### config.mk
export PLATFORM = sky130hd
export DESIGN_NAME = scpa_cell
export DESIGN_NICKNAME = d
export VERILOG_FILES = /design/src/rtl/scpa_pkg.sv /design/src/rtl/scpa_cell.sv
export SDC_FILE = /design/constraint.sdc
export NUM_CORES = 1
export LEC_CHECK = 0
export ABC_AREA = 1
export BUFFER_PORTS_ARGS = -buffer_cell sky130_fd_sc_hd__buf_4
export CORE_MARGIN = 3
export CORE_UTILIZATION = 35
export CTS_CLUSTER_DIAMETER = 100
export DETAILED_ROUTE_END_ITERATION = 6
export GPL_ROUTABILITY_DRIVEN = 0
export HOLD_SLACK_MARGIN = 0.02
export PLACE_DENSITY = 0.72
export SYNTH_ARGS = -nofsm -noshare
export SYNTH_HDL_FRONTEND = slang
export SYNTH_SLANG_ARGS = --single-unit
export TNS_END_PERCENT = 5
### constraint.sdc
create_clock -name clk -period 1.4 [get_ports clk]
set_input_delay 0.14 -clock clk [delete_from_list [all_inputs] [get_ports clk]]
set_output_delay 0.14 -clock clk [all_outputs]
set_load 0.01 [all_outputs]
### src/rtl/scpa_pkg.sv
// ----------------------------------------------------------------------------
// scpa_pkg
// Shared types and codes for the size class pool allocator.
// ----------------------------------------------------------------------------
package scpa_pkg;

    localparam int OWNER_W = 22;
    localparam int SIZE_W  = 37;
    localparam int ADDR_W  = 48;
    localparam int ACT_W   = 2;

    localparam logic [ACT_W-1:0] ACT_ASSIGN = 2'd0;
    localparam logic [ACT_W-1:0] ACT_REF    = 2'd1;
    localparam logic [ACT_W-1:0] ACT_FREE   = 2'd2;

    localparam logic [1:0] REG_BASE   = 2'd0;
    localparam logic [1:0] REG_SMALL  = 2'd1;
    localparam logic [1:0] REG_MIDDLE = 2'd2;
    localparam logic [1:0] REG_LARGE  = 2'd3;

    localparam logic [ADDR_W-1:0] BASE_RESET   = 48'h0400_0000_0000;
    localparam logic [SIZE_W-1:0] SMALL_RESET  = 37'd134217728;
    localparam logic [SIZE_W-1:0] MIDDLE_RESET = 37'd1073741824;
    localparam logic [SIZE_W-1:0] LARGE_RESET  = 37'd8589934592;

    typedef enum logic [1:0] {
        ST_IDLE,
        ST_SCAN,
        ST_DONE
    } state_t;

    typedef struct packed {
        logic hit;
        logic take_addr;
    } hit_t;

endpackage

### src/rtl/scpa_cell.sv
// ----------------------------------------------------------------------------
// scpa_cell
// One pool entry of the rotating table: owner id and reference count.
// ----------------------------------------------------------------------------
module scpa_cell #(
    parameter int REF_BITS = 16
) (
    input  logic                         clk,
    input  logic                         rst_n,
    input  logic                         shift,
    input  logic [scpa_pkg::OWNER_W-1:0] owner_in,
    input  logic [REF_BITS-1:0]          refs_in,
    output logic [scpa_pkg::OWNER_W-1:0] owner_out,
    output logic [REF_BITS-1:0]          refs_out
);

    logic [scpa_pkg::OWNER_W-1:0] owner_reg;
    logic [REF_BITS-1:0]          refs_reg;

    always_ff @(posedge clk or negedge rst_n)
    begin
        if (!rst_n)
        begin
            owner_reg <= '0;
            refs_reg  <= '0;
        end
        else if (shift)
        begin
            owner_reg <= owner_in;
            refs_reg  <= refs_in;
        end
    end

    assign owner_out = owner_reg;
    assign refs_out  = refs_reg;

endmodule

==> Word-level counts from Yosys, hierarchy flattened <==
Index checks and enable logic that the tools add are counted.
{ "word_totals": {"ff_bits": 38, "out_inout_bits": 38, "wordCells": 2} }

==> Longest topological paths before layout <==
{ "depth": {"depth_word": 0, "ltp_mapped": 5} }

==> Worst setup path after synthesis <==
OpenSTA, ideal clock, no wires.
{ "synth_timing": {"kind": "input-to-reg", "from": "input port shift", "to": "register owner_reg (netlist bit owner_out[0])", "arrival_ns": 0.519, "t_required_ns": 1.283, "path_slack_ns": 0.765, "cell_stages": 5, "path_buffers": 2, "path_cell_list": "inv_2 > buf_4 > buf_6 > nand2_1 > nand2_1"} }
{ "synth_rtl": {"columns": ["element", "line_no", "text"], "rows": [
  ["start: declaration", "scpa_cell.sv:10", "input logic shift,"],
  ["end signal: assignment", "scpa_cell.sv:29", "owner_reg <= owner_in;"],
  ["end: declaration", "scpa_cell.sv:17", "logic [scpa_pkg::OWNER_W-1:0] owner_reg;"]
]} }

==> Worst setup path after layout <==
{ "layout_timing": {"from": "register owner_reg (netlist bit owner_out[13])", "to": "output port owner_out[13] in the netlist's numbering"} }
{ "layout_rtl": {"columns": ["element", "line_no", "text"], "rows": [
  ["end: declaration", "scpa_cell.sv:13", "output logic [scpa_pkg::OWNER_W-1:0] owner_out,"]
]} }
No word-level cell between the ends.

==> metrics.cfg <==
[hold_path]
min_to = refs_out[6]
holdPathStages = 3
worstHoldStart = refs_in[6]
hold_class = in -> reg

[finish]
utilization_pct = 56.4
final_nets = 282
diodes = 0
syn_to_final_growth_pct = 48.5
layout-drive-gt1-share_pct = 36.4
design_area_um2 = 2160

[timing]
slew_viol_final = 0
final.period_utilization_pct = 68.3
setup_tns_ns = 0
setup_viol = 0
setup_slack_ns = 0.443
hold_violations = 0
fmax_mhz = 1050
rsz0062_at_grt = false
fin_crit_ns = 0.957
max_slew_margin_pct = 68.7
worstMarginPinSlew_ns = 0.469
clock_skew_ns = 0

[setup_path]
path_cells = buf_4
cp_slowest_stage_delay_ns = 0.39
critical-path-slowest-cell = dfrtp_1
critPathLaunchType = register
cp_top_family = flip-flops
path_max_fanout = 2
r2r_cells = 2
end_kind = output pin
reg2reg_slack_ns = 0.78
worstSetupPathType = reg -> out
cp_num_buf_inv = 1
cp_data_arrival_time_ns = 0.82
r2r-end = owner_out[16]
r2r-start = owner_out[16]
cp.required_ns = 1.26

[detailed_routing]
drcViolationCount = 0
ant_nets = 0
via_count = 1278
drt_wl_total_mm = 3.34
wl_per_cell_um = 11.5
first_iter_violations = 61
vias_per_cell = 4.41
firstDrtPassIters = 4

[power_and_ir_drop]
p_sw_share_pct = 24.9
internal-power_mw = 1.83
p_switching_mw = 0.606
combPwrFrac_pct = 18.2
powerDensity_nw_per_um2 = 1130
ir_worst_vdd_v = 0.000681
leakage_nw = 1.24
clockPowerShare_pct = 30.5
seqPwrFrac_pct = 51.2

[placement]
dp_slack_ns = 0.446
placed_area_um2 = 2060
port_buffers = 78
place_hpwl_mm = 2.45

[logic_synthesis]
ys_ff_latch = 38
yosysMostFrequentCell = nand2_1
postSynthCellCount = 161
postSynthAreaPerCell_um2 = 9.02
synth_edf_count = 0
ys.flop_type = dfrtp_1
synth_nets = 202
synth_top_area_cell = dfrtp_1
synthTopCellsByCount = nand2_1, dfrtp_1, buf_6
synth_top_area_share_pct = 65.5
synth_area_um2 = 1450
synth_cell_types = 6
netlist_top_cells_area = dfrtp_1, nand2_1, buf_6
synth-async-reset-ratio_pct = 100
seq_area_frac_synth_pct = 65.5
yosysWarnings = 0

[clock_tree]
h-tree-depth = 2
clk_latency_ns = 0.27
clk_path_buf_depth = 2
clk_pin_slew_ns = 0.07
cts_tree = built
cts.sinks = 38
cts_inserted_buffers = 5
root_buffer = clkbuf_8

[global_routing]
grt_max_degree = 39
grt_antenna_before_repair = 0
grt_usage_pct = 14.4
grt_pass1_vias = 1254
gr-total-overflow = 0
grt_first_pass_wirelength_mm = 5.71

[outcome]
status = complete, no violations

[floorplanning]
die_w_um = 70.4
io_pins = 79
dieArea_um2 = 4960
num_rows = 22
start_util_pct = 38.0
die_h_um = 70.4
coreArea_um2 = 3830

[job]
max-cap-violations = 0

==> how the worst max path moves through the flow <==
stage	cells after the start	end	startpoint
finish	1	owner_out[13]	owner_out[13]
global route	1	owner_out[16]	owner_out[16]
CTS	1	refs_out[14]	refs_out[14]
detailed placement	5	owner_out[16]	shift
global placement	5	owner_out[19]	shift
floorplan	5	owner_out[0]	shift
==> per-stage QoR <==
stage / total power, mW / std cells / hold slack, ns
4_1_cts: 2.48 / 290 / 0.0509
5_1_grt: 2.58 / 290 / 0.0546
2_1_floorplan: 1.44 / 161 / -0.156
3_5_place_dp: 1.72 / 281 / 0.137
6_report: 2.44 / 290 / 0.0573
3_3_place_gp: 1.71 / 281 / 0.129
==> cell usage in the layout (no fill, tap or decap) <==
master         Yosys  routed
buf_4              2      79
buf_12             0       1
clkinv_2           0       1
nand2_1          114     114
dlygate4sd3_1      0       1
clkbuf_1           0       1
clkbuf_8           0       6
dfrtp_1           38      38
inv_2              1       1
==> routing by layer <==
layer  global-route usage, %  up-vias  wire length, µm
met2                    23.9       46             1670
li1                        -      635                -
met3                    4.89        2              289
met1                    17.2      595             1360
met4                    5.11        0               19
met5                       0        -                0
==> worst min-delay path: stages <==
cell     delay [ns]
buf_4          0.08
nand2_1        0.04
nand2_1        0.05
==> sequential cells by signal, summed over array words and instances, names as in the netlist <==
register,cells
owner_out,22
refs_out,16
==> what timing repair did <==
item                      in CTS  in global routing
setup buffers                  0                  0
hold endpoints to repair      38                  0
hold buffers                   1                  0
gates resized for setup        0                  0
==> kinds of logic after synthesis <==
group | share of synthesized area (%)
flip-flops | 65.5
buffers and inverters | 5.08
AND/OR/NAND/NOR | 29.5
==> power by group through the flow <==
| stage | registers [mW] | logic, mW | clock network, mW |
|---|---|---|---|
| finish | 1.25 | 0.445 | 0.744 |
| global route | 1.26 | 0.495 | 0.826 |
| CTS | 1.25 | 0.456 | 0.770 |
| detailed placement | 1.27 | 0.453 | 0 |
| global placement | 1.27 | 0.442 | 0 |
| floorplan | 1.31 | 0.124 | 0 |
==> area by class of cell <==
cell class,count,area (µm²)
fill,358,1670
sequential,38,951
timing repair buffer,81,623
multi-input combinational,114,428
clock buffer,7,86.3
tap,48,60.1
clock inverter,1,5.00
inverter,1,3.75
Power figures use the tool's default switching activity.
