## src/rtl/scpa_pkg.sv

```systemverilog
// ----------------------------------------------------------------------------
// scpa_pkg
// Shared types and codes for the size class pool allocator.
// ----------------------------------------------------------------------------
package scpa_pkg;

    localparam int OWNER_W = 22;
    localparam int SIZE_W  = 37;
    localparam int ADDR_W  = 48;
    localparam int ACT_W   = 2;

    localparam logic [ACT_W-1:0] ACT_ASSIGN = 2'd0;
    localparam logic [ACT_W-1:0] ACT_REF    = 2'd1;
    localparam logic [ACT_W-1:0] ACT_FREE   = 2'd2;

    localparam logic [1:0] REG_BASE   = 2'd0;
    localparam logic [1:0] REG_SMALL  = 2'd1;
    localparam logic [1:0] REG_MIDDLE = 2'd2;
    localparam logic [1:0] REG_LARGE  = 2'd3;

    localparam logic [ADDR_W-1:0] BASE_RESET   = 48'h0400_0000_0000;
    localparam logic [SIZE_W-1:0] SMALL_RESET  = 37'd134217728;
    localparam logic [SIZE_W-1:0] MIDDLE_RESET = 37'd1073741824;
    localparam logic [SIZE_W-1:0] LARGE_RESET  = 37'd8589934592;

    typedef enum logic [1:0] {
        ST_IDLE,
        ST_SCAN,
        ST_DONE
    } state_t;

    typedef struct packed {
        logic hit;
        logic take_addr;
    } hit_t;

endpackage

```

## src/rtl/scpa_head.sv

```systemverilog
// ----------------------------------------------------------------------------
// scpa_head
// Update of the entry at the head of the table for the request in flight.
// ----------------------------------------------------------------------------
module scpa_head #(
    parameter int REF_BITS = 16
) (
    input  logic [scpa_pkg::ACT_W-1:0]   action,
    input  logic [scpa_pkg::OWNER_W-1:0] owner_id,
    input  logic [scpa_pkg::SIZE_W-1:0]  want,
    input  logic [scpa_pkg::SIZE_W-1:0]  size,
    input  logic                         found,
    input  logic [scpa_pkg::OWNER_W-1:0] owner_e,
    input  logic [REF_BITS-1:0]          refs_e,
    output logic [scpa_pkg::OWNER_W-1:0] owner_n,
    output logic [REF_BITS-1:0]          refs_n,
    output scpa_pkg::hit_t               hit
);

    logic                valid_id;
    logic                match;
    logic [REF_BITS-1:0] dec;

    assign valid_id = (owner_id != '0);
    assign match    = valid_id && (owner_e == owner_id);
    assign dec      = (refs_e != '0) ? refs_e - {{(REF_BITS-1){1'b0}}, 1'b1} : refs_e;

    always_comb
    begin
        owner_n       = owner_e;
        refs_n        = refs_e;
        hit.hit       = 1'b0;
        hit.take_addr = 1'b0;
        case (action)
            scpa_pkg::ACT_ASSIGN:
            begin
                if (valid_id && !found && owner_e == '0 && want <= size)
                begin
                    owner_n       = owner_id;
                    refs_n        = {{(REF_BITS-1){1'b0}}, 1'b1};
                    hit.hit       = 1'b1;
                    hit.take_addr = 1'b1;
                end
            end
            scpa_pkg::ACT_REF:
            begin
                if (match)
                begin
                    if (refs_e != '1)
                        refs_n = refs_e + {{(REF_BITS-1){1'b0}}, 1'b1};
                    hit.hit = 1'b1;
                end
            end
            scpa_pkg::ACT_FREE:
            begin
                if (match && !found)
                begin
                    refs_n = dec;
                    if (dec == '0)
                        owner_n = '0;
                    hit.hit = 1'b1;
                end
            end
            default:
            begin
                hit.hit = 1'b0;
            end
        endcase
    end

endmodule

```

## config.mk

```make
export PLATFORM = sky130hd
export DESIGN_NAME = scpa_head
export DESIGN_NICKNAME = d
export VERILOG_FILES = /design/src/rtl/scpa_pkg.sv /design/src/rtl/scpa_head.sv
export SDC_FILE = /design/constraint.sdc
export NUM_CORES = 1
export LEC_CHECK = 0
export ABC_AREA = 1
export BUFFER_PORTS_ARGS = -buffer_cell sky130_fd_sc_hd__buf_2
export CAP_MARGIN = 10
export CORE_ASPECT_RATIO = 1.2
export CORE_MARGIN = 2
export CORE_UTILIZATION = 39
export DETAILED_ROUTE_END_ITERATION = 10
export PLACE_DENSITY = 0.7
export SYNTH_ARGS = -nofsm -noshare
export SYNTH_HDL_FRONTEND = slang
export SYNTH_SLANG_ARGS = --single-unit
```

## constraint.sdc

```tcl
create_clock -name vclk -period 2.47
set_input_delay 0.247 -clock vclk [all_inputs]
set_output_delay 0.247 -clock vclk [all_outputs]
set_load 0.02 [all_outputs]
```

======== Yosys cells after proc, flatten, opt, wreduce, memory -nomap -nowiden ========
Index checks and enable logic that the tools add are counted.
word-level totals
  register bits ........................... 0
  bits in latches ......................... 0
  bits in writable memories ............... 0
  bits in read-only memories .............. 0
  input port bits ......................... 137
  output and inout port bits .............. 40
  logic and storage cells ................. 33
  memories ................................ 0
operators by class
  $add $sub $neg .......................... 2
  $mul .................................... 0
  divide/modulo/power cells ............... 0
  $lt $le $gt $ge ......................... 1
  eq/ne operators ......................... 4
  shift-type cells ........................ 0
  multiplexer cells ....................... 15
  bitwise gates (word level) .............. 0
  reduce and logical (&&, ||, !) cells .... 11
operators by type and width
  operator                                                              count
  16-bit two-way mux                                                    5
  22-bit two-way mux                                                    3
  16-bit case mux with 3 select lines                                   1
  22-bit case mux with 2 select lines                                   1
  37-bit less-or-equal comparator                                       1
  22-bit == test                                                        1
  22-bit logical NOT                                                    1
  22-bit nonzero test                                                   1
  16-bit by 1-bit adder with 16-bit output, second input constant       1
  16-bit logical NOT                                                    1
  16-bit != test, second input constant                                 1
  16-bit nonzero test                                                   1
  16-bit by 1-bit subtractor with 16-bit output, second input constant  1
  1-bit logical AND                                                     5
  1-bit two-way mux                                                     3
  1-bit case mux with 3 select lines                                    1
  2-bit by 1-bit == test with 1-bit output, second input constant       1
  2-bit == test, second input constant                                  1
  2-bit logical NOT                                                     1
  2-bit two-way mux                                                     1
  1-bit logical NOT                                                     1

======== Logic depth before layout (Yosys ltp) ========
Gate-level depths: netlist of the first run.
  depth after elaboration ................. 6
  gate-level depth with buffers ........... 17
  depth with buffers taken out ............ 16

======== Least setup slack after synthesis of the first run ========
Ideal clock, no wire load.
  kind .................................... input -> output
  start ................................... in refs_e[0]
  end ..................................... out owner_n[0] in the netlist's numbering
  arrival time ............................ 2.002 ns
  required time ........................... 2.223 ns
  setup slack ............................. 0.221 ns
  cell stages on the path ................. 15
  path buffers ............................ 2
  path through ............................ buf_2 -> inv_2 -> ha_1 -> nand2_2 -> o21ai_0 -> nand2_1 -> nand2_4 -> nand2_2 -> nor2_2 -> nand3_4 -> buf_6 -> nand3_2 -> nand2_1 -> nand2_1 -> nand3_1
on the way
  word-level cells in the longest chain between the ends .. 6
RTL lines
  item                                                                                         line             text
  start: declaration                                                                           scpa_head.sv:14  input logic [REF_BITS-1:0] refs_e,
  16-bit by 1-bit subtractor with 16-bit output / 16-bit nonzero test (equally long branches)  scpa_head.sv:26  assign dec = (refs_e != '0) ? refs_e - {{(REF_BITS-1){1'b0}}, 1'b1} : refs_e;
  16-bit two-way mux (*)                                                                       scpa_head.sv:26
  16-bit logical NOT (*)                                                                       scpa_head.sv:59  if (dec == '0)
  22-bit two-way mux (*)                                                                       scpa_head.sv:59
  22-bit two-way mux (*)                                                                       scpa_head.sv:56  if (match && !found)
  22-bit case mux with 2 select lines (*)                                                      scpa_head.sv:34  case (action)
  end: declaration                                                                             scpa_head.sv:15  output logic [scpa_pkg::OWNER_W-1:0] owner_n,
Mark *: on every way between the ends. The rest lies on a longest branch, timed or not.

======== Worst setup path after layout of the first run ========
  start ................................... in owner_e[14] in the netlist's numbering
  end ..................................... out refs_n[10]
on the way
  word-level cells in the longest chain between the ends .. 5
RTL lines
  item                                                         line                              text
  start: declaration                                           scpa_head.sv:13                   input logic [scpa_pkg::OWNER_W-1:0] owner_e,
  22-bit == test / 22-bit logical NOT (equally long branches)  scpa_head.sv:25, scpa_head.sv:37
  1-bit logical AND (on tied branches)                         scpa_head.sv:25, scpa_head.sv:37
  1-bit logical AND (on tied branches)                         scpa_head.sv:56, scpa_head.sv:37
  16-bit two-way mux (on tied branches)                        scpa_head.sv:56, scpa_head.sv:37
  16-bit case mux with 3 select lines (*)                      scpa_head.sv:34
  end: declaration                                             scpa_head.sv:16                   output logic [REF_BITS-1:0] refs_n,
Marked as above.

==> impl_table.tex, run 1 <==
\begin{tabular}{lr}
\hline
Metric & Value \\
\hline
\multicolumn{2}{l}{\textbf{Final layout}} \\
\quad Clock buffer cells & 0 \\
\quad Fraction of the core area covered by cells at the end of the flow & 0.542 \\
\quad Area of the multi-input gates & roughly 0.0044 mm\^{}2 \\
\quad Count of filler cells inserted in the layout & around 1300 \\
\quad Area growth from synthesis to layout & 36.7\% \\
\quad Layout Cell Area excl Fill & 0.00654 mm\^{}2 \\
\quad Footprint of the flip-flops and latches & 0 um\^{}2 \\
\quad Ratio of cells with drive above 1 in the final layout & 0.319 \\
\quad Number of diodes & 0 \\
\quad Final-stage net count & 1292 \\
\quad Seq\_cells & 0 \\
\quad Fin cells & 1274 \\
\multicolumn{2}{l}{\textbf{Global routing}} \\
\quad Global-route wire length before repair & about 27 mm \\
\quad Total GRT Usage & 0.240 \\
\quad Via count of the first global-routing pass & just under 6000 \\
\quad Residual overflow from global routing & 0 \\
\quad Antenna violations before repair & 1 \\
\quad Maximum number of pins on one net before global-route repair & 31 \\
\multicolumn{2}{l}{\textbf{Power}} \\
\quad Share of total power in combinational logic & 1.000 \\
\quad Fraction of power spent switching nets & 0.597 \\
\quad Leakage & between 3 and 4 nW \\
\quad Power density cells & 156 mW/mm\^{}2 \\
\quad Max VDD drop & about 0.082 mV \\
\quad Clock share of power & 0 \\
\quad Share of total power in sequential cells & 0 \\
\quad Net load switching power & around 0.00061 W \\
\quad Cell Int Power & about 0.0004 W \\
\multicolumn{2}{l}{\textbf{Job}} \\
\quad Total of max-cap violations & 0 \\
\multicolumn{2}{l}{\textbf{Synthesis}} \\
\quad Warnings, synthesis & 0 \\
\quad Cell types occupying the most area after synthesis & sky130\_fd\_sc\_hd\_\_nand2\_1, sky130\_fd\_sc\_hd\_\_nand3\_1, sky130\_fd\_sc\_hd\_\_ha\_1 \\
\quad Avg Cell Area, Syn & 5.21 um\^{}2 \\
\quad Post-Synth Adder-Cell Area & 0.105 \\
\quad Mux contribution to synthesized area & 0 \\
\quad Most area-hungry cell type in the Yosys netlist & sky130\_fd\_sc\_hd\_\_nand2\_1 \\
\quad Synthesized-area fraction occupied by xor and xnor cells & 0.0586 \\
\quad Most common cell in the synthesized netlist & sky130\_fd\_sc\_hd\_\_nand2\_1 \\
\quad Net count of the mapped netlist & 1096 \\
\quad Simple-gate share of the synthesized area & 0.571 \\
\quad Instance count of the mapped netlist & about 920 \\
\quad List of most frequent post-synthesis cells & sky130\_fd\_sc\_hd\_\_nand2\_1, sky130\_fd\_sc\_hd\_\_inv\_1, sky130\_fd\_sc\_hd\_\_nand3\_1 \\
\quad Largest family of logic cells by synthesized area & simple AND/OR/NAND/NOR gates \\
\quad Synth unique cells & 37 \\
\quad Area fraction in compound gates after synthesis & 0.108 \\
\quad Netlist Area Pre-Place & between 0.004 and 0.005 mm\^{}2 \\
\quad Area fraction of the dominant cell type after synthesis & 0.250 \\
\quad Share of synthesized area occupied by flip-flops and latches & 0 \\
\multicolumn{2}{l}{\textbf{Route}} \\
\quad Drt wl/cell & between 10 and 15 um \\
\quad Sum of routed wire length over all layers & $\sim$18 mm \\
\quad Post-route antenna net violation count & 0 \\
\quad Drt first pass iters & 7 \\
\quad Average via count per standard cell & between 5 and 6 \\
\quad Violation count after the first detailed-routing iteration & 399 \\
\quad Overall via count from detail\_route & $\sim$6500 \\
\quad Post-route DRC violation count & 0 \\
\multicolumn{2}{l}{\textbf{Hold path}} \\
\quad Class of the most critical hold timing path & input port to output pin \\
\quad Hold Crit Start & owner\_id[20] \\
\quad Hold Path Cell Cnt & 4 \\
\quad Min-Delay Endpoint & owner\_n[20] \\
\multicolumn{2}{l}{\textbf{STA}} \\
\quad Final hold violation count & 0 \\
\quad Count of pins over their slew limit & 0 \\
\quad Finish-stage setup viols & 0 \\
\quad Final period util & 0.962 \\
\quad Hold slack & 0.869 ns \\
\quad Transition at the pin with the smallest max-transition slack & 0.422 ns \\
\quad Period minus WS final & 2.38 ns \\
\quad Setup repair after global routing missed its margin & true \\
\quad Achievable Freq & 0.421 GHz \\
\quad Total Negative Setup Slacks & 0 ns \\
\quad Relative slew slack & 0.716 \\
\multicolumn{2}{l}{\textbf{CTS}} \\
\quad Number of hold-repair buffers added at the cts stage & 0 \\
\multicolumn{2}{l}{\textbf{Placed design}} \\
\quad Placed Cells & about 1300 \\
\quad Count of input and output buffers & 177 \\
\quad Global placement routability congestion & roughly 0.94 \\
\quad Total cell area at the placement stage & roughly 0.006 mm\^{}2 \\
\quad HPWL after detailed placement & approximately 14 mm \\
\multicolumn{2}{l}{\textbf{Critical path}} \\
\quad Setup crit end kind & output pin \\
\quad Required arrival time at the worst endpoint & between 2 and 2.5 ns \\
\quad Launching element type of the critical path & input port \\
\quad Maximum fanout count along the critical path & 6 \\
\quad Critical Path AT & between 2 and 2.5 ns \\
\quad Critical Path Source & owner\_e[14] \\
\quad Critical path class & input port to output pin \\
\multicolumn{2}{l}{\textbf{Floorplan}} \\
\quad Core Rows & 44 \\
\quad Core ar. & roughly 0.012 mm\^{}2 \\
\quad Top-Level Pins & about 180 \\
\quad Initial Utilization & 0.397 \\
\quad Die width & about 110 um \\
\quad Die boundary height & 125 um \\
\quad Die Footprint & approximately 0.013 mm\^{}2 \\
\multicolumn{2}{l}{\textbf{Status}} \\
\quad Outcome & completed \\
\hline
\end{tabular}
-- worst max path at each step --
stage | end | cells after the start | slack (ns)
3_3_place_gp | refs_n[10] | 18 | 0.09
4_1_cts | refs_n[10] | 19 | 0.06
3_5_place_dp | refs_n[10] | 19 | 0.07
5_1_grt | refs_n[0] | 14 | -0.04
2_1_floorplan | owner_n[0] | 15 | 0.22
6_report | refs_n[10] | 15 | 0.09
-- repair_timing --
| item | in CTS | in global routing |
|---|---|---|
| setup buffers | 0 | 6 |
| resized for setup | 0 | 106 |
| endpoints found under the setup margin | 0 | 37 |
-- cell type report --
| cell class | instances | share of cell area |
|---|---|---|
| Multi-Input combinational cell | 754 | 0.673 |
| Tap cell | 161 | 0.0308 |
| Timing Repair Buffer | 236 | 0.224 |
| Inverter | 123 | 0.0719 |
-- worst max-delay path, stage by stage --
cell                      delay [ns]
sky130_fd_sc_hd__buf_2          0.14
sky130_fd_sc_hd__inv_1          0.08
sky130_fd_sc_hd__nand2_1        0.08
sky130_fd_sc_hd__nand2_1        0.06
sky130_fd_sc_hd__nor2_1         0.13
sky130_fd_sc_hd__nand2_1        0.07
sky130_fd_sc_hd__nor2_1         0.08
sky130_fd_sc_hd__nand2_1        0.05
sky130_fd_sc_hd__nor2_1         0.15
sky130_fd_sc_hd__nand2_1        0.23
sky130_fd_sc_hd__o21ai_0        0.43
sky130_fd_sc_hd__nand2_1        0.10
sky130_fd_sc_hd__inv_1          0.08
sky130_fd_sc_hd__nand2_2        0.06
sky130_fd_sc_hd__buf_6          0.12
-- cells in the final DEF (no fill, tap or decap), drive strengths merged, types with 23 or more instances in the layout --
master | Yosys | routed
nand2 | 332 | 332
buf | 33 | 234
inv | 123 | 122
nand3 | 117 | 119
nor2 | 106 | 106
ha | 40 | 40
o21ai | 32 | 32
a21oi | 27 | 27
o211ai | 25 | 25
xor2 | 23 | 23
-- routing by layer --
| metal | global-route usage | wire length (um) | up-vias |
|---|---|---|---|
| li1 | - | - | 3331 |
| met1 | 0.288 | 6940 | 2832 |
| met2 | 0.461 | 8910 | 289 |
| met3 | 0.0130 | 1170 | 49 |
| met4 | 0.0557 | 606 | 0 |
| met5 | 0 | 0 | - |
-- cell families (layout without fill, tap and decap cells) --
| family | Yosys count | in the layout |
|---|---|---|
| AOI/OAI and AO/OA | 88 | 88 |
| xor gates and xnor gates | 32 | 32 |
| adders and majority gates | 40 | 40 |
| buffers and inverters | 167 | 359 |
| and+or+nand+nor | 592 | 594 |
-- power groups by stage --
stage	combinational [W]	clock (W)	sequential, W
6_report	0.00102	0	0
2_1_floorplan	0.000563	0	0
4_1_cts	0.000914	0	0
3_3_place_gp	0.000904	0	0
5_1_grt	0.00113	0	0
3_5_place_dp	0.000911	0	0
-- stage by stage --
step | total power, W | setup slack, ns
floorplan | 0.000563 | 0.221
global placement | 0.000904 | 0.0922
detailed placement | 0.000911 | 0.0670
CTS | 0.000914 | 0.0604
global route | 0.00113 | -0.0372
finish | 0.00102 | 0.0932
Power figures use the tool's default switching activity.
==> run 2, diff against run 1 <==
Settings changed: CORE_UTILIZATION 39 to 49, PLACE_DENSITY 0.7 to 0.83, SLEW_MARGIN set to 20, TNS_END_PERCENT set to 1.
==> run 2 against run 1 <==
  * The flow now finishes with violations (setup timing)
  * Utilization rose by 12 points
  * Maximum frequency fell by 3.9%
  * Via count rose by 3.8%
  * Wire length fell by 1.5%
  * Total power fell by 2.7%
  * Critical path type unchanged
  * Critical endpoint is now owner_n[4]
==> impl_table.tex, run 2 (synthesis results as in run 1) <==
\begin{tabular}{lr}
\hline
Metric & Value \\
\hline
\multicolumn{2}{l}{\textbf{Placed design}} \\
\quad HPWL after detailed placement & 13.4 mm (-5.0\%) \\
\quad Total cell area at the placement stage & 0.00584 mm\^{}2 (-2.4\%) \\
\quad Count of input and output buffers & 177 (unchanged) \\
\quad Global placement routability congestion & 0.991 (+5.4\%) \\
\multicolumn{2}{l}{\textbf{Global routing}} \\
\quad Residual overflow from global routing & 0 (unchanged) \\
\quad Via count of the first global-routing pass & 5898 (+1.8\%) \\
\quad Maximum number of pins on one net before global-route repair & 31 (unchanged) \\
\quad Global-route wire length before repair & 25.8 mm (-3.1\%) \\
\quad Antenna violations before repair & 1 (unchanged) \\
\quad Total GRT Usage & 0.290 (+0.0499) \\
\multicolumn{2}{l}{\textbf{STA}} \\
\quad Final period util & 1.00 (+0.0390) \\
\quad Relative slew slack & 0.684 (-0.0318) \\
\quad Period minus WS final & 2.47 ns (+0.0963 ns) \\
\quad Final hold violation count & 0 (unchanged) \\
\quad Transition at the pin with the smallest max-transition slack & 0.474 ns (+0.0521 ns) \\
\quad Count of pins over their slew limit & 0 (unchanged) \\
\quad Finish-stage setup viols & 1 (+1) \\
\quad Setup repair after global routing missed its margin & true \\
\quad Achievable Freq & 0.404 GHz (-3.9\%) \\
\quad Worst-case setup margin in the final layout & -0.00304 ns (-0.0963 ns) \\
\multicolumn{2}{l}{\textbf{Route}} \\
\quad Sum of routed wire length over all layers & 17.4 mm (-1.5\%) \\
\quad Post-route antenna net violation count & 0 (unchanged) \\
\quad Drt first pass iters & 7 (unchanged) \\
\quad Overall via count from detail\_route & 6747 (+3.8\%) \\
\quad Post-route DRC violation count & 0 (unchanged) \\
\quad Violation count after the first detailed-routing iteration & 427 (+7.0\%) \\
\quad Drt wl/cell & 14.1 um (+2.1\%) \\
\quad Average via count per standard cell & 5.49 (+7.6\%) \\
\multicolumn{2}{l}{\textbf{Critical path}} \\
\quad End point of the critical path & owner\_n[4] \\
\quad Critical path cell sequence & buf\_2 > inv\_2 > ha\_2 > and2\_4 > nand3\_4 > buf\_6 > nand2\_2 > nand2\_1 > nor2\_4 > nand3\_4 > buf\_12 > nand3\_1 > nand2\_1 > nand2\_1 > nand3\_2 > buf\_6 \\
\quad Critical path class & input port to output pin \\
\quad Slowest Stage Delay on Critical Path & 0.20 ns (-0.23 ns) \\
\quad Maximum fanout count along the critical path & 9 (+3) \\
\quad Cell occurring most often along the worst timing path & sky130\_fd\_sc\_hd\_\_nand2\_1 \\
\quad Slowest cell on the critical path & sky130\_fd\_sc\_hd\_\_ha\_2 \\
\quad Required arrival time at the worst endpoint & 2.22 ns (about the same) \\
\quad Critical Path AT & 2.23 ns (+0.10 ns) \\
\quad Critical Path Source & refs\_e[0] \\
\quad Launching element type of the critical path & input port \\
\quad Setup crit end kind & output pin \\
\multicolumn{2}{l}{\textbf{Final layout}} \\
\quad Seq\_cells & 0 (unchanged) \\
\quad Most common library cell in the layout ignoring fill and taps & sky130\_fd\_sc\_hd\_\_nand2\_1 \\
\quad Clock buffer cells & 0 (unchanged) \\
\quad Area growth from synthesis to layout & 32.3\% \\
\quad Footprint of the flip-flops and latches & 0 um\^{}2 (unchanged) \\
\quad Count of filler cells inserted in the layout & 900 (-28\%) \\
\quad Leading cell types in the layout, fill and taps excluded & sky130\_fd\_sc\_hd\_\_nand2\_1, sky130\_fd\_sc\_hd\_\_buf\_2, sky130\_fd\_sc\_hd\_\_inv\_1 \\
\quad Final-stage net count & 1284 (-0.62\%) \\
\quad Layout Cell Area excl Fill & 0.00633 mm\^{}2 (-3.2\%) \\
\quad Fraction of the core area covered by cells at the end of the flow & 0.665 (+0.123) \\
\quad Ratio of cells with drive above 1 in the final layout & 0.293 (-0.0257) \\
\multicolumn{2}{l}{\textbf{Floorplan}} \\
\quad Die boundary height & 112 um (-10\%) \\
\quad Die width & 94.2 um (-10\%) \\
\quad Core Rows & 39 (-11\%) \\
\quad Initial Utilization & 0.503 (+0.106) \\
\quad Top-Level Pins & 177 (unchanged) \\
\quad Core ar. & 0.00952 mm\^{}2 (-21\%) \\
\quad Die Footprint & 0.0106 mm\^{}2 (-20\%) \\
\multicolumn{2}{l}{\textbf{Power}} \\
\quad Max VDD drop & 0.0915 mV (+12\%) \\
\quad Cell Int Power & 0.000399 W (-2.7\%) \\
\quad Net load switching power & 0.000593 W (-2.6\%) \\
\quad Share of total power in combinational logic & 1.000 (about the same) \\
\quad Clock share of power & 0 (unchanged) \\
\quad Leakage & 3.49 nW (+0.49\%) \\
\quad Power density cells & 157 mW/mm\^{}2 (+0.53\%) \\
\quad Share of total power in sequential cells & 0 (unchanged) \\
\quad Fraction of power spent switching nets & 0.598 (about the same) \\
\multicolumn{2}{l}{\textbf{Hold path}} \\
\quad Hold Crit Start & owner\_id[20] \\
\quad Class of the most critical hold timing path & input port to output pin \\
\multicolumn{2}{l}{\textbf{CTS}} \\
\quad Number of hold-repair buffers added at the cts stage & 0 (unchanged) \\
\multicolumn{2}{l}{\textbf{Job}} \\
\quad Total of max-cap violations & 0 (unchanged) \\
\multicolumn{2}{l}{\textbf{Status}} \\
\quad Outcome & complete, but fails checks \\
\quad Failing checks & setup timing \\
\hline
\end{tabular}
## run 2: changes by cell type in the layout (fill, tap and decap cells not counted), moves of 5 or more
cell / before / now
sky130_fd_sc_hd__nand2_2: 22 / 17
sky130_fd_sc_hd__buf_4: 57 / 51
sky130_fd_sc_hd__buf_2: 166 / 153
sky130_fd_sc_hd__buf_6: 6 / 19
sky130_fd_sc_hd__nand2_4: 11 / 6
sky130_fd_sc_hd__ha_4: 9 / 2
sky130_fd_sc_hd__nand2_1: 299 / 309
sky130_fd_sc_hd__nand3_1: 101 / 96
sky130_fd_sc_hd__nor2_4: 20 / 15
sky130_fd_sc_hd__ha_1: 29 / 37
## run 2: worst min-delay path by stage
stage	endpoint	slack [ns]	cells after the start
2_1_floorplan	refs_n[1]	0.67	2
3_3_place_gp	owner_n[20]	0.86	4
3_5_place_dp	owner_n[20]	0.86	4
4_1_cts	owner_n[20]	0.86	4
5_1_grt	owner_n[20]	0.90	4
6_report	owner_n[20]	0.86	4
## run 2: stage by stage
step / setup TNS (ns) / worst slack, ns / total power, W / cells / hold slack, ns
after floorplan: 0 / 0.221 / 0.000563 / 919 / 0.667
after global placement: 0 / 0.0699 / 0.000875 / 1213 / 0.863
after detailed placement: 0 / 0.0314 / 0.000888 / 1213 / 0.860
after CTS: 0 / 0.0283 / 0.000891 / 1213 / 0.861
after global routing: -1.63 / -0.0925 / 0.00109 / 1229 / 0.899
final: -0.00304 / -0.00304 / 0.000992 / 1229 / 0.861
## run 2: what timing repair did
| item | 4_1_cts | 5_1_grt |
|---|---|---|
| buffers inserted | 0 | 13 |
| endpoints found under the setup margin | 0 | 40 |
| resized for setup | 0 | 96 |
## run 2: area by class of cell
class / instances / area, um^2 / share of cell area
inverter: 123 / 464 / 0.0733
timing repair buffer: 230 / 1510 / 0.238
tap: 123 / 154 / 0.0243
multi-input combinational: 752 / 4200 / 0.664
antenna: 1 / 2.50 / 0.000395
## run 2: power by group through the flow
stage               combinational (W)        clock [W]  sequential [W]
CTS                          0.000891                0               0
floorplan                    0.000563                0               0
global placement             0.000875                0               0
detailed placement           0.000888                0               0
finish                       0.000992  0.0000000000541               0
global route                  0.00109  0.0000000000541               0
## run 2: routing by layer
metal / vias to the layer above / global-route usage / routed length, um
met1: 2937 / 0.333 / 6200
met2: 391 / 0.525 / 8620
met5: - / 0 / 0
met3: 97 / 0.0242 / 1560
li1: 3322 / - / -
met4: 0 / 0.149 / 981
## run 2: critical path: cells and delay by family
family,cells,cell delay (ns)
fa+ha+maj,1,0.20
buf+inv,5,0.73
simple gates,10,1.03
==> run 3, diff against run 2 <==
Settings changed: CELL_PAD_IN_SITES_DETAIL_PLACEMENT set to 0, CELL_PAD_IN_SITES_GLOBAL_PLACEMENT set to 1, CORE_MARGIN 2 to 5, CORE_UTILIZATION 49 to 34, PLACE_DENSITY 0.83 to 0.9.
==> run 3 against run 2 <==
  * The flow now finishes without violations
  * Critical path depth is 3 higher
  * Setup slack improved by 0.079 ns
  * Flip-flop and latch count is the same
  * Highest routed layer unchanged
  * Wire length grew 7.3%
  * Critical path type unchanged
  * Maximum frequency increased by 3.3%
  * Combinational power rose by 9%
  * Die area grew 57%
  * Via count is 4.7% lower
==> impl_table.tex, run 3 (synthesis results as in run 1) <==
\begin{tabular}{lr}
\hline
Metric & Value \\
\hline
\multicolumn{2}{l}{\textbf{Final layout}} \\
\quad Number of diodes & 0 (-1) \\
\quad Ratio of cells with drive above 1 in the final layout & 0.342 (+0.0485) \\
\quad Leading cell types in the layout, fill and taps excluded & sky130\_fd\_sc\_hd\_\_nand2\_1, sky130\_fd\_sc\_hd\_\_buf\_2, sky130\_fd\_sc\_hd\_\_inv\_1 \\
\quad Clock buffer cells & 0 (unchanged) \\
\quad Most common library cell in the layout ignoring fill and taps & sky130\_fd\_sc\_hd\_\_nand2\_1 \\
\quad Fraction of the core area covered by cells at the end of the flow & 0.488 (-0.177) \\
\quad Footprint of the flip-flops and latches & 0 um\^{}2 (unchanged) \\
\quad Area growth from synthesis to layout & 41.1\% \\
\quad Final-stage net count & 1297 (+1.0\%) \\
\quad Layout Cell Area excl Fill & 0.00675 mm\^{}2 (+6.6\%) \\
\quad Area of the multi-input gates & 0.00454 mm\^{}2 (+7.9\%) \\
\quad Count of filler cells inserted in the layout & 1479 (+64\%) \\
\quad Seq\_cells & 0 (unchanged) \\
\multicolumn{2}{l}{\textbf{Power}} \\
\quad Cell Int Power & 0.000444 W (+11\%) \\
\quad Final total power & 0.00108 W (+8.5\%) \\
\quad Clock share of power & 0 (unchanged) \\
\quad Max VDD drop & 0.0896 mV (-2.1\%) \\
\quad Leakage & 3.53 nW (+1.2\%) \\
\quad Share of total power in sequential cells & 0 (unchanged) \\
\quad Power density cells & 159 mW/mm\^{}2 (+1.8\%) \\
\quad Share of total power in combinational logic & 1.000 (about the same) \\
\quad Fraction of power spent switching nets & 0.587 (-0.0104) \\
\quad Net load switching power & 0.000632 W (+6.6\%) \\
\multicolumn{2}{l}{\textbf{Critical path}} \\
\quad Family with the most delay on the worst path & simple AND/OR/NAND/NOR gates \\
\quad Required arrival time at the worst endpoint & 2.22 ns (about the same) \\
\quad Critical Path AT & 2.15 ns (-0.08 ns) \\
\quad Critical path class & input port to output pin \\
\quad Launching element type of the critical path & input port \\
\quad Worst path bufs/invs & 4 (-1) \\
\quad Slowest Stage Delay on Critical Path & 0.28 ns (+0.08 ns) \\
\quad Maximum fanout count along the critical path & 6 (-3) \\
\quad Critical path cell sequence & buf\_2 > inv\_1 > ha\_4 > nand2\_4 > nor2\_4 > nand3\_2 > nor2\_1 > nand3\_1 > nor2\_1 > nor2\_1 > nand2\_1 > nand2\_4 > nand2\_2 > nand2\_2 > nand2\_4 > clkbuf\_16 > nand2\_1 > nand2\_1 > buf\_4 \\
\quad Slowest cell on the critical path & sky130\_fd\_sc\_hd\_\_ha\_4 \\
\quad Setup crit end kind & output pin \\
\multicolumn{2}{l}{\textbf{Floorplan}} \\
\quad Die width & 118 um (+26\%) \\
\quad Initial Utilization & 0.346 (-0.157) \\
\quad Core ar. & 0.0138 mm\^{}2 (+45\%) \\
\quad Die boundary height & 140 um (+25\%) \\
\quad Core Rows & 47 (+21\%) \\
\quad Die Footprint & 0.0166 mm\^{}2 (+57\%) \\
\quad Top-Level Pins & 177 (unchanged) \\
\multicolumn{2}{l}{\textbf{STA}} \\
\quad Final period util & 0.969 (-0.0322) \\
\quad Count of pins over their slew limit & 0 (unchanged) \\
\quad Finish-stage setup viols & 0 (-1) \\
\quad Worst-case setup margin in the final layout & 0.0764 ns (+0.0795 ns) \\
\quad Relative slew slack & 0.709 (+0.0244) \\
\quad Final hold violation count & 0 (unchanged) \\
\quad Transition at the pin with the smallest max-transition slack & 0.437 ns (-0.0366 ns) \\
\quad Period minus WS final & 2.39 ns (-0.0795 ns) \\
\quad Hold slack & 0.856 ns (-0.00459 ns) \\
\quad Achievable Freq & 0.418 GHz (+3.3\%) \\
\quad Setup repair after global routing missed its margin & true \\
\multicolumn{2}{l}{\textbf{Placed design}} \\
\quad HPWL after detailed placement & 15.0 mm (+12\%) \\
\quad Global placement routability congestion & 1.00 (+1.4\%) \\
\quad Count of input and output buffers & 177 (unchanged) \\
\quad Pre-CTS setup slack & -0.0200 ns (-0.0514 ns) \\
\quad Total cell area at the placement stage & 0.00603 mm\^{}2 (+3.3\%) \\
\multicolumn{2}{l}{\textbf{Global routing}} \\
\quad Total GRT Usage & 0.199 (-0.0905) \\
\quad Global-route wire length before repair & 28.2 mm (+9.1\%) \\
\quad Maximum number of pins on one net before global-route repair & 31 (unchanged) \\
\quad Antenna violations before repair & 0 (-1) \\
\quad Residual overflow from global routing & 0 (unchanged) \\
\quad Via count of the first global-routing pass & 5858 (-0.68\%) \\
\multicolumn{2}{l}{\textbf{Status}} \\
\quad Outcome & completed \\
\multicolumn{2}{l}{\textbf{Route}} \\
\quad Drt wl/cell & 14.4 um (+2.3\%) \\
\quad Overall via count from detail\_route & 6431 (-4.7\%) \\
\quad Post-route antenna net violation count & 0 (unchanged) \\
\quad Violation count after the first detailed-routing iteration & 487 (+14\%) \\
\quad Post-route DRC violation count & 0 (unchanged) \\
\quad Sum of routed wire length over all layers & 18.6 mm (+7.3\%) \\
\quad Drt first pass iters & 5 (-2) \\
\quad Average via count per standard cell & 4.99 (-9.1\%) \\
\multicolumn{2}{l}{\textbf{Hold path}} \\
\quad Class of the most critical hold timing path & input port to output pin \\
\multicolumn{2}{l}{\textbf{Job}} \\
\quad Total of max-cap violations & 0 (unchanged) \\
\hline
\end{tabular}
run 3: stage by stage:
stage | cells | TNS (ns)
2_1_floorplan | 919 | 0
3_3_place_gp | 1275 | 0
3_5_place_dp | 1275 | -0.0227
4_1_cts | 1276 | -0.0133
5_1_grt | 1289 | -0.827
6_report | 1289 | 0
run 3: what timing repair did:
item	4_1_cts	5_1_grt
setup buffers	0	10
hold buffers	0	0
gates resized for setup	2	144
setup endpoints to repair	2	39
pin swaps	1	48
gates cloned	1	4
run 3: routing by layer:
layer,global-route usage,share of wire,up-vias
met5,0,0,-
met4,0.0435,0.027,0
met3,0.0173,0.057,29
met2,0.366,0.50,216
met1,0.251,0.41,2844
li1,-,-,3342
run 3: tightest hold or removal path: stages:
cell                      delay (ns)
sky130_fd_sc_hd__buf_2          0.10
sky130_fd_sc_hd__nand2_1        0.05
sky130_fd_sc_hd__nand3_1        0.07
sky130_fd_sc_hd__buf_4          0.13
run 3: area by class of cell:
type,count,share of cell area
multi-input cells,755,0.672
repair buffers,239,0.226
inverters,123,0.0697
well taps,171,0.0317
repair inverters,1,0.000741
run 3: path summary, 6_finish.rpt:
path                      from          end  slack (ns)  depth (start not counted)
hold / removal    owner_id[21]  owner_n[21]        0.86                          4
setup / recovery      size[33]    refs_n[6]        0.08                         19
run 3: power groups by stage:
stage | Clock, W | Sequential (W) | Combinational, W
floorplan | 0 | 0 | 0.000563
global placement | 0 | 0 | 0.000926
detailed placement | 0 | 0 | 0.000931
CTS | 0 | 0 | 0.000937
global route | 0 | 0 | 0.00119
finish | 0 | 0 | 0.00108
